===== config.mk =====
export PLATFORM = sky130hd
export DESIGN_NAME = distinct_prime_counter_top
export DESIGN_NICKNAME = d
export VERILOG_FILES = /design/src/sv/dpc_pkg.sv /design/src/sv/dpc_fifo.sv /design/src/sv/dpc_mod.sv /design/src/sv/dpc_front.sv /design/src/sv/dpc_back.sv /design/src/sv/distinct_prime_counter_top.sv
export VERILOG_INCLUDE_DIRS = /design/src /design/src/sv
export SDC_FILE = /design/constraint.sdc
export NUM_CORES = 2
export LEC_CHECK = 0
export BUFFER_PORTS_ARGS = -buffer_cell sky130_fd_sc_hd__buf_2
export CAP_MARGIN = 15
export CORE_MARGIN = 5
export CORE_UTILIZATION = 25
export DETAILED_ROUTE_END_ITERATION = 7
export GPL_TIMING_DRIVEN = 0
export MAX_ROUTING_LAYER = met4
export RECOVER_POWER = 25
export SYNTH_ARGS = -nofsm -noshare
export SYNTH_HDL_FRONTEND = slang
export SYNTH_SLANG_ARGS = --single-unit

===== constraint.sdc =====
create_clock -name clk -period 11.6 [get_ports clk]
set_clock_uncertainty 0.2 [all_clocks]
set_input_delay 1.74 -clock clk [delete_from_list [all_inputs] [get_ports clk]]
set_output_delay 1.74 -clock clk [all_outputs]
set_load 0.1 [all_outputs]

===== src/sv/assert_macros.svh =====
// Assertion macros for the distinct prime counter RTL.
// Each macro samples on clk and is disabled while rst_n is low.
`ifndef ASSERT_MACROS_SVH
`define ASSERT_MACROS_SVH

// The expression must hold at every clock edge outside reset.
`define DPC_ASSERT_HOLDS(lbl, expr, msg) \
  lbl: assert property (@(posedge clk) disable iff (!rst_n) (expr)) else $error(msg);

// The consequent must hold in the same cycle as the antecedent.
`define DPC_ASSERT_IMPLIES(lbl, ante, cons, msg) \
  lbl: assert property (@(posedge clk) disable iff (!rst_n) (ante) |-> (cons)) \
    else $error(msg);

`endif


===== src/sv/dpc_pkg.sv =====
// Package for the distinct prime counter: widths, payload structs and FSM state type.
// No dependencies; the files other than assert_macros.svh use it by scoped names.
`timescale 1ns / 1ps

package dpc_pkg;

  localparam int DATA_W        = 16;
  localparam int MAG_W         = 15;
  localparam int COUNT_W       = 8;
  localparam int SEEN_SIZE_DEF = 1024;
  localparam int DSR_W         = 8;
  localparam int SQ_W          = 17;
  localparam int MOD_STEPS     = 4;
  localparam int MOD_CYCLES    = DATA_W / MOD_STEPS;
  localparam int QDEPTH        = 2;
  localparam int QPTR_W        = $clog2(QDEPTH);
  localparam int QCNT_W        = $clog2(QDEPTH + 1);

  localparam logic [COUNT_W-1:0] COUNT_MAX = 8'hFF;

  typedef struct packed {
    logic signed [DATA_W-1:0] value;
    logic                     start_new;
  } in_item_t;

  typedef struct packed {
    logic [COUNT_W-1:0] distinct_count;
    logic               is_prime;
    logic               newly_seen;
    logic               out_of_range;
  } out_item_t;

  // Classified item as it waits between the front and back parts.
  typedef struct packed {
    logic             start_new;
    logic             lt_two;
    logic             oor;
    logic [MAG_W-1:0] mag;
  } q_item_t;

  typedef struct packed {
    logic              empty;
    logic              full;
    logic [QCNT_W-1:0] count;
  } q_status_t;

  typedef struct packed {
    logic              start;
    logic [DATA_W-1:0] dividend;
    logic [DSR_W-1:0]  divisor;
  } mod_req_t;

  typedef struct packed {
    logic done;
    logic rem_zero;
  } mod_rsp_t;

  typedef struct packed {
    logic init_busy;
  } back_status_t;

  typedef enum logic [2:0] {
    ST_CLEAR,
    ST_IDLE,
    ST_TEST,
    ST_WAIT,
    ST_RESOLVE,
    ST_LOOKUP,
    ST_EMIT
  } back_state_t;

endpackage


===== src/sv/dpc_fifo.sv =====
// Short queue of classified items between the front and back parts.
// Depends on dpc_pkg for the entry type, depth and status struct.
`timescale 1ns / 1ps

module dpc_fifo (
  input  logic               clk,
  input  logic               rst_n,
  input  logic               push,
  input  dpc_pkg::q_item_t   push_item,
  input  logic               pop,
  output dpc_pkg::q_item_t   pop_item,
  output dpc_pkg::q_status_t status
);

  dpc_pkg::q_item_t                 q_mem_r [dpc_pkg::QDEPTH];
  logic [dpc_pkg::QPTR_W-1:0]       wr_ptr_r, wr_ptr_nxt;
  logic [dpc_pkg::QPTR_W-1:0]       rd_ptr_r, rd_ptr_nxt;
  logic [dpc_pkg::QCNT_W-1:0]       cnt_r, cnt_nxt;

  localparam logic [dpc_pkg::QPTR_W-1:0] LAST_PTR = dpc_pkg::QPTR_W'(dpc_pkg::QDEPTH - 1);
  localparam logic [dpc_pkg::QCNT_W-1:0] FULL_CNT = dpc_pkg::QCNT_W'(dpc_pkg::QDEPTH);

  always_comb begin
    wr_ptr_nxt = wr_ptr_r;
    rd_ptr_nxt = rd_ptr_r;
    cnt_nxt    = cnt_r;
    if (push) begin
      wr_ptr_nxt = (wr_ptr_r == LAST_PTR) ? '0 : wr_ptr_r + 1'b1;
    end
    if (pop) begin
      rd_ptr_nxt = (rd_ptr_r == LAST_PTR) ? '0 : rd_ptr_r + 1'b1;
    end
    if (push && !pop) begin
      cnt_nxt = cnt_r + 1'b1;
    end else if (pop && !push) begin
      cnt_nxt = cnt_r - 1'b1;
    end
  end

  always_ff @(posedge clk) begin
    if (!rst_n) begin
      wr_ptr_r <= '0;
      rd_ptr_r <= '0;
      cnt_r    <= '0;
    end else begin
      wr_ptr_r <= wr_ptr_nxt;
      rd_ptr_r <= rd_ptr_nxt;
      cnt_r    <= cnt_nxt;
    end
  end

  always_ff @(posedge clk) begin
    if (push) begin
      q_mem_r[wr_ptr_r] <= push_item;
    end
  end

  assign pop_item     = q_mem_r[rd_ptr_r];
  assign status.empty = (cnt_r == '0);
  assign status.full  = (cnt_r == FULL_CNT);
  assign status.count = cnt_r;

endmodule


===== src/sv/dpc_mod.sv =====
// Iterative remainder unit: dividend modulo divisor, four restoring steps a cycle.
// Depends on dpc_pkg for widths and the request and response structs.
`timescale 1ns / 1ps

module dpc_mod (
  input  logic              clk,
  input  logic              rst_n,
  input  dpc_pkg::mod_req_t req,
  output dpc_pkg::mod_rsp_t rsp
);

  localparam int CNT_W = $clog2(dpc_pkg::MOD_CYCLES);
  localparam logic [CNT_W-1:0] LAST_CNT = CNT_W'(dpc_pkg::MOD_CYCLES - 1);

  logic                        busy_r, busy_nxt;
  logic                        done_r, done_nxt;
  logic [CNT_W-1:0]            cnt_r, cnt_nxt;
  logic [dpc_pkg::DSR_W-1:0]   rem_r, rem_nxt;
  logic [dpc_pkg::DATA_W-1:0]  dv_r, dv_nxt;
  logic [dpc_pkg::DSR_W-1:0]   dsr_r, dsr_nxt;
  logic [dpc_pkg::DSR_W:0]     trial;

  always_comb begin
    busy_nxt = busy_r;
    done_nxt = 1'b0;
    cnt_nxt  = cnt_r;
    rem_nxt  = rem_r;
    dv_nxt   = dv_r;
    dsr_nxt  = dsr_r;
    trial    = '0;
    if (req.start) begin
      busy_nxt = 1'b1;
      cnt_nxt  = '0;
      rem_nxt  = '0;
      dv_nxt   = req.dividend;
      dsr_nxt  = req.divisor;
    end else if (busy_r) begin
      // The remainder stays below the divisor, so it fits in the divisor width.
      for (int i = 0; i < dpc_pkg::MOD_STEPS; i++) begin
        trial  = {rem_nxt, dv_nxt[dpc_pkg::DATA_W-1]};
        dv_nxt = {dv_nxt[dpc_pkg::DATA_W-2:0], 1'b0};
        if (trial >= {1'b0, dsr_r}) begin
          trial = trial - {1'b0, dsr_r};
        end
        rem_nxt = trial[dpc_pkg::DSR_W-1:0];
      end
      cnt_nxt = cnt_r + 1'b1;
      if (cnt_r == LAST_CNT) begin
        busy_nxt = 1'b0;
        done_nxt = 1'b1;
      end
    end
  end

  always_ff @(posedge clk) begin
    if (!rst_n) begin
      busy_r <= 1'b0;
      done_r <= 1'b0;
      cnt_r  <= '0;
    end else begin
      busy_r <= busy_nxt;
      done_r <= done_nxt;
      cnt_r  <= cnt_nxt;
    end
  end

  always_ff @(posedge clk) begin
    rem_r <= rem_nxt;
    dv_r  <= dv_nxt;
    dsr_r <= dsr_nxt;
  end

  assign rsp.done     = done_r;
  assign rsp.rem_zero = (rem_r == '0);

endmodule


===== src/sv/dpc_front.sv =====
// Front part: takes input items, classifies them and pushes them into the queue.
// Depends on dpc_pkg for the payload, queue entry and status structs.
`timescale 1ns / 1ps

module dpc_front #(
  parameter int SEEN_SIZE = dpc_pkg::SEEN_SIZE_DEF
) (
  input  logic                  in_valid,
  output logic                  in_stall,
  input  dpc_pkg::in_item_t     in_data,
  input  dpc_pkg::q_status_t    q_status,
  input  dpc_pkg::back_status_t back_status,
  output logic                  push,
  output dpc_pkg::q_item_t      push_item
);

  // Nothing is taken while the queue is full or the bitmap is being cleared after reset.
  assign in_stall = q_status.full | back_status.init_busy;
  assign push     = in_valid & ~in_stall;

  always_comb begin
    push_item.start_new = in_data.start_new;
    push_item.lt_two    = (in_data.value < 16'sd2);
    push_item.oor       = ~in_data.value[dpc_pkg::DATA_W-1] &&
                          (32'(in_data.value[dpc_pkg::MAG_W-1:0]) >= 32'(SEEN_SIZE));
    push_item.mag       = in_data.value[dpc_pkg::MAG_W-1:0];
  end

endmodule


===== src/sv/dpc_back.sv =====
// Back part: trial-division sequencer, seen bitmap memory, distinct count and result register.
// Depends on dpc_pkg and instantiates dpc_mod for the remainders.
`timescale 1ns / 1ps

module dpc_back #(
  parameter int SEEN_SIZE = dpc_pkg::SEEN_SIZE_DEF
) (
  input  logic                  clk,
  input  logic                  rst_n,
  input  dpc_pkg::q_status_t    q_status,
  input  dpc_pkg::q_item_t      q_item,
  output logic                  pop,
  output dpc_pkg::back_status_t status,
  output logic                  out_valid,
  input  logic                  out_stall,
  output dpc_pkg::out_item_t    out_data
);

  localparam int IDX_W = $clog2(SEEN_SIZE);
  localparam logic [IDX_W-1:0] LAST_IDX = IDX_W'(SEEN_SIZE - 1);

  dpc_pkg::back_state_t          state_r, state_nxt;
  dpc_pkg::q_item_t              item_r, item_nxt;
  logic [dpc_pkg::DSR_W-1:0]     d_r, d_nxt;
  logic [dpc_pkg::SQ_W-1:0]      sq_r, sq_nxt;
  logic                          prime_r, prime_nxt;
  logic                          fresh_r, fresh_nxt;
  logic [dpc_pkg::COUNT_W-1:0]   count_r, count_nxt;
  logic [IDX_W-1:0]              clr_idx_r, clr_idx_nxt;
  logic                          init_r, init_nxt;
  logic                          out_valid_r, out_valid_nxt;
  dpc_pkg::out_item_t            out_data_r, out_data_nxt;

  logic                          seen_mem [SEEN_SIZE];
  logic                          seen_rd_r;
  logic                          mem_we, mem_wdata, mem_re;
  logic [IDX_W-1:0]              mem_waddr, item_idx;

  dpc_pkg::mod_req_t             mod_req;
  dpc_pkg::mod_rsp_t             mod_rsp;

  dpc_mod u_mod (
    .clk   (clk),
    .rst_n (rst_n),
    .req   (mod_req),
    .rsp   (mod_rsp)
  );

  assign item_idx = IDX_W'(32'(item_r.mag));

  always_comb begin
    state_nxt     = state_r;
    item_nxt      = item_r;
    d_nxt         = d_r;
    sq_nxt        = sq_r;
    prime_nxt     = prime_r;
    fresh_nxt     = fresh_r;
    count_nxt     = count_r;
    clr_idx_nxt   = clr_idx_r;
    init_nxt      = init_r;
    out_valid_nxt = out_valid_r & out_stall;
    out_data_nxt  = out_data_r;
    pop           = 1'b0;
    mem_we        = 1'b0;
    mem_waddr     = clr_idx_r;
    mem_wdata     = 1'b0;
    mem_re        = 1'b0;
    mod_req.start    = 1'b0;
    mod_req.dividend = dpc_pkg::DATA_W'(item_r.mag);
    mod_req.divisor  = d_r;

    unique case (state_r)
      dpc_pkg::ST_CLEAR: begin
        mem_we = 1'b1;
        if (clr_idx_r == LAST_IDX) begin
          clr_idx_nxt = '0;
          init_nxt    = 1'b0;
          state_nxt   = init_r ? dpc_pkg::ST_IDLE : dpc_pkg::ST_TEST;
        end else begin
          clr_idx_nxt = clr_idx_r + 1'b1;
        end
      end
      dpc_pkg::ST_IDLE: begin
        if (!q_status.empty) begin
          pop       = 1'b1;
          item_nxt  = q_item;
          d_nxt     = dpc_pkg::DSR_W'(2);
          sq_nxt    = dpc_pkg::SQ_W'(4);
          fresh_nxt = 1'b0;
          if (q_item.start_new) begin
            count_nxt = '0;
            state_nxt = dpc_pkg::ST_CLEAR;
          end else begin
            state_nxt = dpc_pkg::ST_TEST;
          end
        end
      end
      dpc_pkg::ST_TEST: begin
        if (item_r.lt_two) begin
          prime_nxt = 1'b0;
          state_nxt = dpc_pkg::ST_RESOLVE;
        end else if (sq_r > dpc_pkg::SQ_W'(item_r.mag)) begin
          // No divisor up to the square root divides the value.
          prime_nxt = 1'b1;
          state_nxt = dpc_pkg::ST_RESOLVE;
        end else begin
          mod_req.start = 1'b1;
          state_nxt     = dpc_pkg::ST_WAIT;
        end
      end
      dpc_pkg::ST_WAIT: begin
        if (mod_rsp.done) begin
          if (mod_rsp.rem_zero) begin
            prime_nxt = 1'b0;
            state_nxt = dpc_pkg::ST_RESOLVE;
          end else begin
            // (d+1)^2 = d^2 + 2d + 1
            d_nxt     = d_r + 1'b1;
            sq_nxt    = sq_r + dpc_pkg::SQ_W'({d_r, 1'b1});
            state_nxt = dpc_pkg::ST_TEST;
          end
        end
      end
      dpc_pkg::ST_RESOLVE: begin
        if (prime_r && !item_r.oor) begin
          mem_re    = 1'b1;
          state_nxt = dpc_pkg::ST_LOOKUP;
        end else begin
          state_nxt = dpc_pkg::ST_EMIT;
        end
      end
      dpc_pkg::ST_LOOKUP: begin
        if (!seen_rd_r) begin
          mem_we    = 1'b1;
          mem_waddr = item_idx;
          mem_wdata = 1'b1;
          fresh_nxt = 1'b1;
          if (count_r != dpc_pkg::COUNT_MAX) begin
            count_nxt = count_r + 1'b1;
          end
        end
        state_nxt = dpc_pkg::ST_EMIT;
      end
      dpc_pkg::ST_EMIT: begin
        if (!out_valid_r || !out_stall) begin
          out_valid_nxt               = 1'b1;
          out_data_nxt.distinct_count = count_r;
          out_data_nxt.is_prime       = prime_r;
          out_data_nxt.newly_seen     = fresh_r;
          out_data_nxt.out_of_range   = item_r.oor;
          state_nxt                   = dpc_pkg::ST_IDLE;
        end
      end
      default: begin
        state_nxt = dpc_pkg::ST_IDLE;
      end
    endcase
  end

  always_ff @(posedge clk) begin
    if (!rst_n) begin
      state_r     <= dpc_pkg::ST_CLEAR;
      count_r     <= '0;
      clr_idx_r   <= '0;
      init_r      <= 1'b1;
      out_valid_r <= 1'b0;
    end else begin
      state_r     <= state_nxt;
      count_r     <= count_nxt;
      clr_idx_r   <= clr_idx_nxt;
      init_r      <= init_nxt;
      out_valid_r <= out_valid_nxt;
    end
  end

  always_ff @(posedge clk) begin
    item_r     <= item_nxt;
    d_r        <= d_nxt;
    sq_r       <= sq_nxt;
    prime_r    <= prime_nxt;
    fresh_r    <= fresh_nxt;
    out_data_r <= out_data_nxt;
  end

  always_ff @(posedge clk) begin
    if (mem_we) begin
      seen_mem[mem_waddr] <= mem_wdata;
    end
    if (mem_re) begin
      seen_rd_r <= seen_mem[item_idx];
    end
  end

  assign status.init_busy = init_r;
  assign out_valid        = out_valid_r;
  assign out_data         = out_data_r;

endmodule


===== src/sv/distinct_prime_counter_top.sv =====
// Distinct prime counter: top level joining the front part, the queue and the back part.
// Depends on dpc_pkg, dpc_front, dpc_fifo, dpc_back (with dpc_mod) and assert_macros.svh.
//
// Usage:
// The input channel (in_valid, in_stall, in_data) carries one item per matrix element:
// a signed 16-bit value and a start_new flag that clears the seen bitmap and the
// distinct count before that element is counted. The result channel (out_valid,
// out_stall, out_data) returns exactly one item per input item, in order, with the
// running distinct count, is_prime, newly_seen and out_of_range.
// Each value of 2 or more is tested by trial division with divisors from 2 while
// d*d does not exceed the value. The remainder unit settles four quotient bits
// a cycle; a prime near 32767 needs 180 divisors. A value below 2 goes straight to
// its result without any division. An item with start_new first sweeps the bitmap
// memory. After reset the same sweep runs; in_stall stays high until it is done.
// A two-entry queue lets the front take items while the back part works, and the
// result register lets the back part finish its next item while a result is
// stalled; the receiver stalling only holds out_data and then backs up the queue.
`timescale 1ns / 1ps
`include "assert_macros.svh"

module distinct_prime_counter_top #(
  parameter int SEEN_SIZE = dpc_pkg::SEEN_SIZE_DEF
) (
  input  logic               clk,
  input  logic               rst_n,
  input  logic               in_valid,
  output logic               in_stall,
  input  dpc_pkg::in_item_t  in_data,
  output logic               out_valid,
  input  logic               out_stall,
  output dpc_pkg::out_item_t out_data
);

  dpc_pkg::q_status_t    q_status;
  dpc_pkg::q_item_t      push_item;
  dpc_pkg::q_item_t      pop_item;
  dpc_pkg::back_status_t back_status;
  logic                  push;
  logic                  pop;

  // Front: classification of each accepted item.
  dpc_front #(
    .SEEN_SIZE (SEEN_SIZE)
  ) u_front (
    .in_valid    (in_valid),
    .in_stall    (in_stall),
    .in_data     (in_data),
    .q_status    (q_status),
    .back_status (back_status),
    .push        (push),
    .push_item   (push_item)
  );

  // Queue that decouples the two parts.
  dpc_fifo u_fifo (
    .clk       (clk),
    .rst_n     (rst_n),
    .push      (push),
    .push_item (push_item),
    .pop       (pop),
    .pop_item  (pop_item),
    .status    (q_status)
  );

  // Back: primality test, bitmap lookup and result register.
  dpc_back #(
    .SEEN_SIZE (SEEN_SIZE)
  ) u_back (
    .clk       (clk),
    .rst_n     (rst_n),
    .q_status  (q_status),
    .q_item    (pop_item),
    .pop       (pop),
    .status    (back_status),
    .out_valid (out_valid),
    .out_stall (out_stall),
    .out_data  (out_data)
  );

  // A freshly counted prime is always in range and leaves a nonzero count.
  `DPC_ASSERT_IMPLIES(a_fresh_consistent, out_valid && out_data.newly_seen,
    out_data.is_prime && !out_data.out_of_range && (out_data.distinct_count != '0),
    "newly_seen result is inconsistent with its other fields")

  // No result or queued item can exist while the bitmap is cleared after reset.
  `DPC_ASSERT_IMPLIES(a_no_result_in_init, back_status.init_busy, !out_valid && q_status.empty,
    "result or queued item during the reset sweep")

  // The queue never holds more items than its depth.
  `DPC_ASSERT_HOLDS(a_queue_bound, 32'(q_status.count) <= dpc_pkg::QDEPTH,
    "queue occupancy beyond its depth")

endmodule


==> impl_metrics.tcl <==
set metrics [dict create \
    tns_ns 0 \
    violations "design-rule violations, max-capacitance violations, max-slew violations" \
    finalCritPeriodShare_pct 84.4 \
    syn_to_final_growth_pct 15.7 \
    drv_cap 3 \
    setup_slack_ns 1.81 \
    clock-sinks 1180 \
    dpl_worst_slack_ns 1.93 \
    critPathMaxStageDelay_ns 0.47 \
    dp_hpwl_um 106000 \
    grt_max_degree 200 \
    crit_arrival_ns 10.23 \
    rr_worst_depth 38 \
    synth-edff-count 1139 \
    whs_path_depth 0 \
    path_max_fanout 10 \
    antenna_left 0 \
    grt_use_met3_pct 3.36 \
    cts_made_buffers 130 \
    first_iter_violations 5020 \
    core_um2 209000 \
    holdBufCountCts 0 \
    critPathCaptureType "flop" \
    startpoint_type "flop" \
    first_global_vias 31800 \
    drcViolationCount 1 \
    period_needed_ns 9.79 \
    cp.required_ns 12.03 \
    yosys_register_bits 1180 \
    first_pass_iters 8 \
    row_count 168 \
    boundaryPins 34 \
    post_cts.repair.setup_buffers 0 \
    syn-cell-area_um2 52500 \
    synth_cell_type_count 65 \
    setup_viol 0 \
    powerDensity_nw_per_um2 144 \
    grt.overflow.total 0 \
    avgSynthCellArea_um2 14.5 \
    final_cell_count_no_fill 6726 \
    cts_tree "yes" \
    grt_pass1_wl_um 223000 \
    path_clk_slew_ns 0.06 \
    synth_cells 3618 \
    dp.cells 6487 \
    slew_headroom_pct -135 \
    layout-drive-gt1-share_pct 16.6 \
    synthArstFlopShare_pct 0 \
    drt-total-wl_um 158000 \
    fin_area_um2 60800 \
    met1_usage_pct 18.5 \
    cts_root_buf "clkbuf_16" \
    clkLatencyLatePin_ns 0.75 \
    antenna_found_initial 3 \
    crit_top_cell "o21ai_0" \
    outcome "finished, violations left" \
    cts_resized 0 \
    initial_utilization_pct 25.1 \
    max_freq_mhz 102 \
    ys.warnings.count 0 \
    synth_flop_cell "edfxtp_1" \
    chipHeight_um 468 \
    syn-num-nets 3704 \
    cts_max_path_buffers 3 \
    wl_per_cell_um 23.5 \
    grtUsageTotal_pct 14.5 \
    via_per_inst 4.90 \
    cp_slowest_cell "o32ai_4" \
    fp.dieW_um 468 \
    tightest_slew_ns 3.52 \
    grt_setup_unrepaired "false" \
    met2_usage_pct 22.2 \
    place_area_um2 56800 \
    hold_viol 0 \
    ir_drop_mv 0.154 \
    numPortBuffers 33 \
    die_area_um2 219000 \
    gp_congestion 0.929 \
    hp-class "reg -> reg" \
    crit_type "reg -> reg" \
    num-nets-final 3904 \
    drv_slew 470 \
    power_leakage_uw 0.0156 \
    htree_levels 4 \
    via_count 32900 \
    yosysSeqAreaShare_pct 66.7 \
    busiest_layer "met2" \
]
## cells in the mapped netlist (all sizes together), types with 6 or more instances
master	n	area (um2)
nor3b	7	52.6
dfxtp	41	821
buf	50	264
or2	8	50.1
nor4	6	37.5
nand4	12	75.1
and2	14	87.6
a21oi	33	165
mux2	44	495
inv	50	188
nor2	1119	4200
xnor2	23	201
nor3	21	105
a22o	8	70.1
mux2i	7	70.1
a31oi	8	50.1
clkbuf	240	901
edfxtp	1139	34200
a21boi	12	90.1
o21a	9	67.6
nand3	43	215
a22oi	20	150
a21o	12	90.1
nand2b	14	87.6
xor2	28	245
nor2b	17	106
mux4	321	7230
a221oi	9	78.8
and3	8	50.1
nand2	126	473
o21ai	38	194
ha	60	751
o31ai	7	52.6
## worst paths after layout
| check | slack, ns | start | end |
|---|---|---|---|
| worst max register to register | 1.81 | u_back.u_mod.dsr_r[1] | u_back.u_mod.rem_r[6] |
| worst min-delay path | 0.22 | u_back.fresh_r | u_back.out_data[1] |
| worst min register to register | 0.22 | u_back.fresh_r | u_back.out_data[1] |
| worst max-delay path | 1.81 | u_back.u_mod.dsr_r[1] | u_back.u_mod.rem_r[6] |
## final cells by class
| class | instances | area (um2) |
|---|---|---|
| multi-input combinational | 2097 | 16200 |
| clock buffer | 161 | 3480 |
| tap | 2805 | 3510 |
| buffer | 290 | 1170 |
| timing repair buffer | 68 | 669 |
| clock inverter | 69 | 548 |
| antenna | 5 | 12.5 |
| inverter | 51 | 191 |
| fill | 21000 | 149000 |
| sequential | 1180 | 35000 |
## stage by stage
stage / hold WS (ns) / power, uW / utilization, %
after floorplan: 0.200 / 4790 / -
after global placement: 0.211 / 4850 / 26.8
after detailed placement: 0.209 / 4850 / 27.1
after CTS: 0.223 / 8780 / 29.0
after global routing: 0.242 / 8960 / 29.0
final: 0.222 / 8740 / 29.0
## cell usage in the layout (no fill, tap or decap), types with 23 or more instances in the layout
master     count
xor2_1        28
dfxtp_1       41
clkbuf_1     283
a21oi_1       33
ha_1          60
mux2_2        44
clkinv_1      28
xnor2_1       23
nand2_1      126
nor2_1      1119
clkinv_2      23
buf_2         39
o21ai_0       33
nand3_1       43
inv_1         50
clkbuf_16    134
edfxtp_1    1139
mux4_2       321
## worst max-delay path: cells and delay by family (launching register included)
kind / cells / cell delay (ns)
AO/OA/AOI/OAI: 19 / 4.30
flip-flops: 1 / 0.35
buffers and inverters: 3 / 0.89
AND/OR/NAND/NOR: 11 / 2.15
adder cells (fa/ha/maj): 4 / 1.34
multiplexers: 1 / 0.41
## cells by family after synthesis
group | synth area share (%)
buffers and inverters | 2.58
adder cells (fa/ha/maj) | 1.62
AO/OA/AOI/OAI | 2.62
multiplexers | 14.8
XOR/XNOR | 0.850
AND/OR/NAND/NOR | 10.8
flip-flops | 66.7
## sequential cells by signal, indices dropped and copies added (netlist names), 2 cells and up, named ones only
| signal | flops |
|---|---|
| u_back.seen_mem | 1024 |
| u_fifo.q_mem_r | 36 |
| u_back.sq_r | 17 |
| u_back.u_mod.dv_r | 16 |
| u_back.out_data | 11 |
| u_back.clr_idx_r | 10 |
| u_back.item_idx | 10 |
| u_back.count_r | 8 |
| u_back.d_r | 8 |
| u_back.u_mod.dsr_r | 8 |
| u_back.u_mod.rem_r | 8 |
| u_back.item_r | 7 |
| u_back.state_r | 3 |
| u_back.u_mod.cnt_r | 2 |
| u_fifo.cnt_r | 2 |
## where the power goes
part           switching [uW]  internal, uW  total [uW]
Combinational             108          49.0         157
Clock                    1720          2260        3970
Sequential               2.29          4600        4610
## layer usage
layer	vias to the layer above	wire [um]	part of all wire, %
met4	0	6850	4.3
met5	-	0	0
li1	13800	-	-
met3	321	16400	10
met2	1814	72700	46
met1	17000	62100	39
Power figures use the tool's default switching activity.
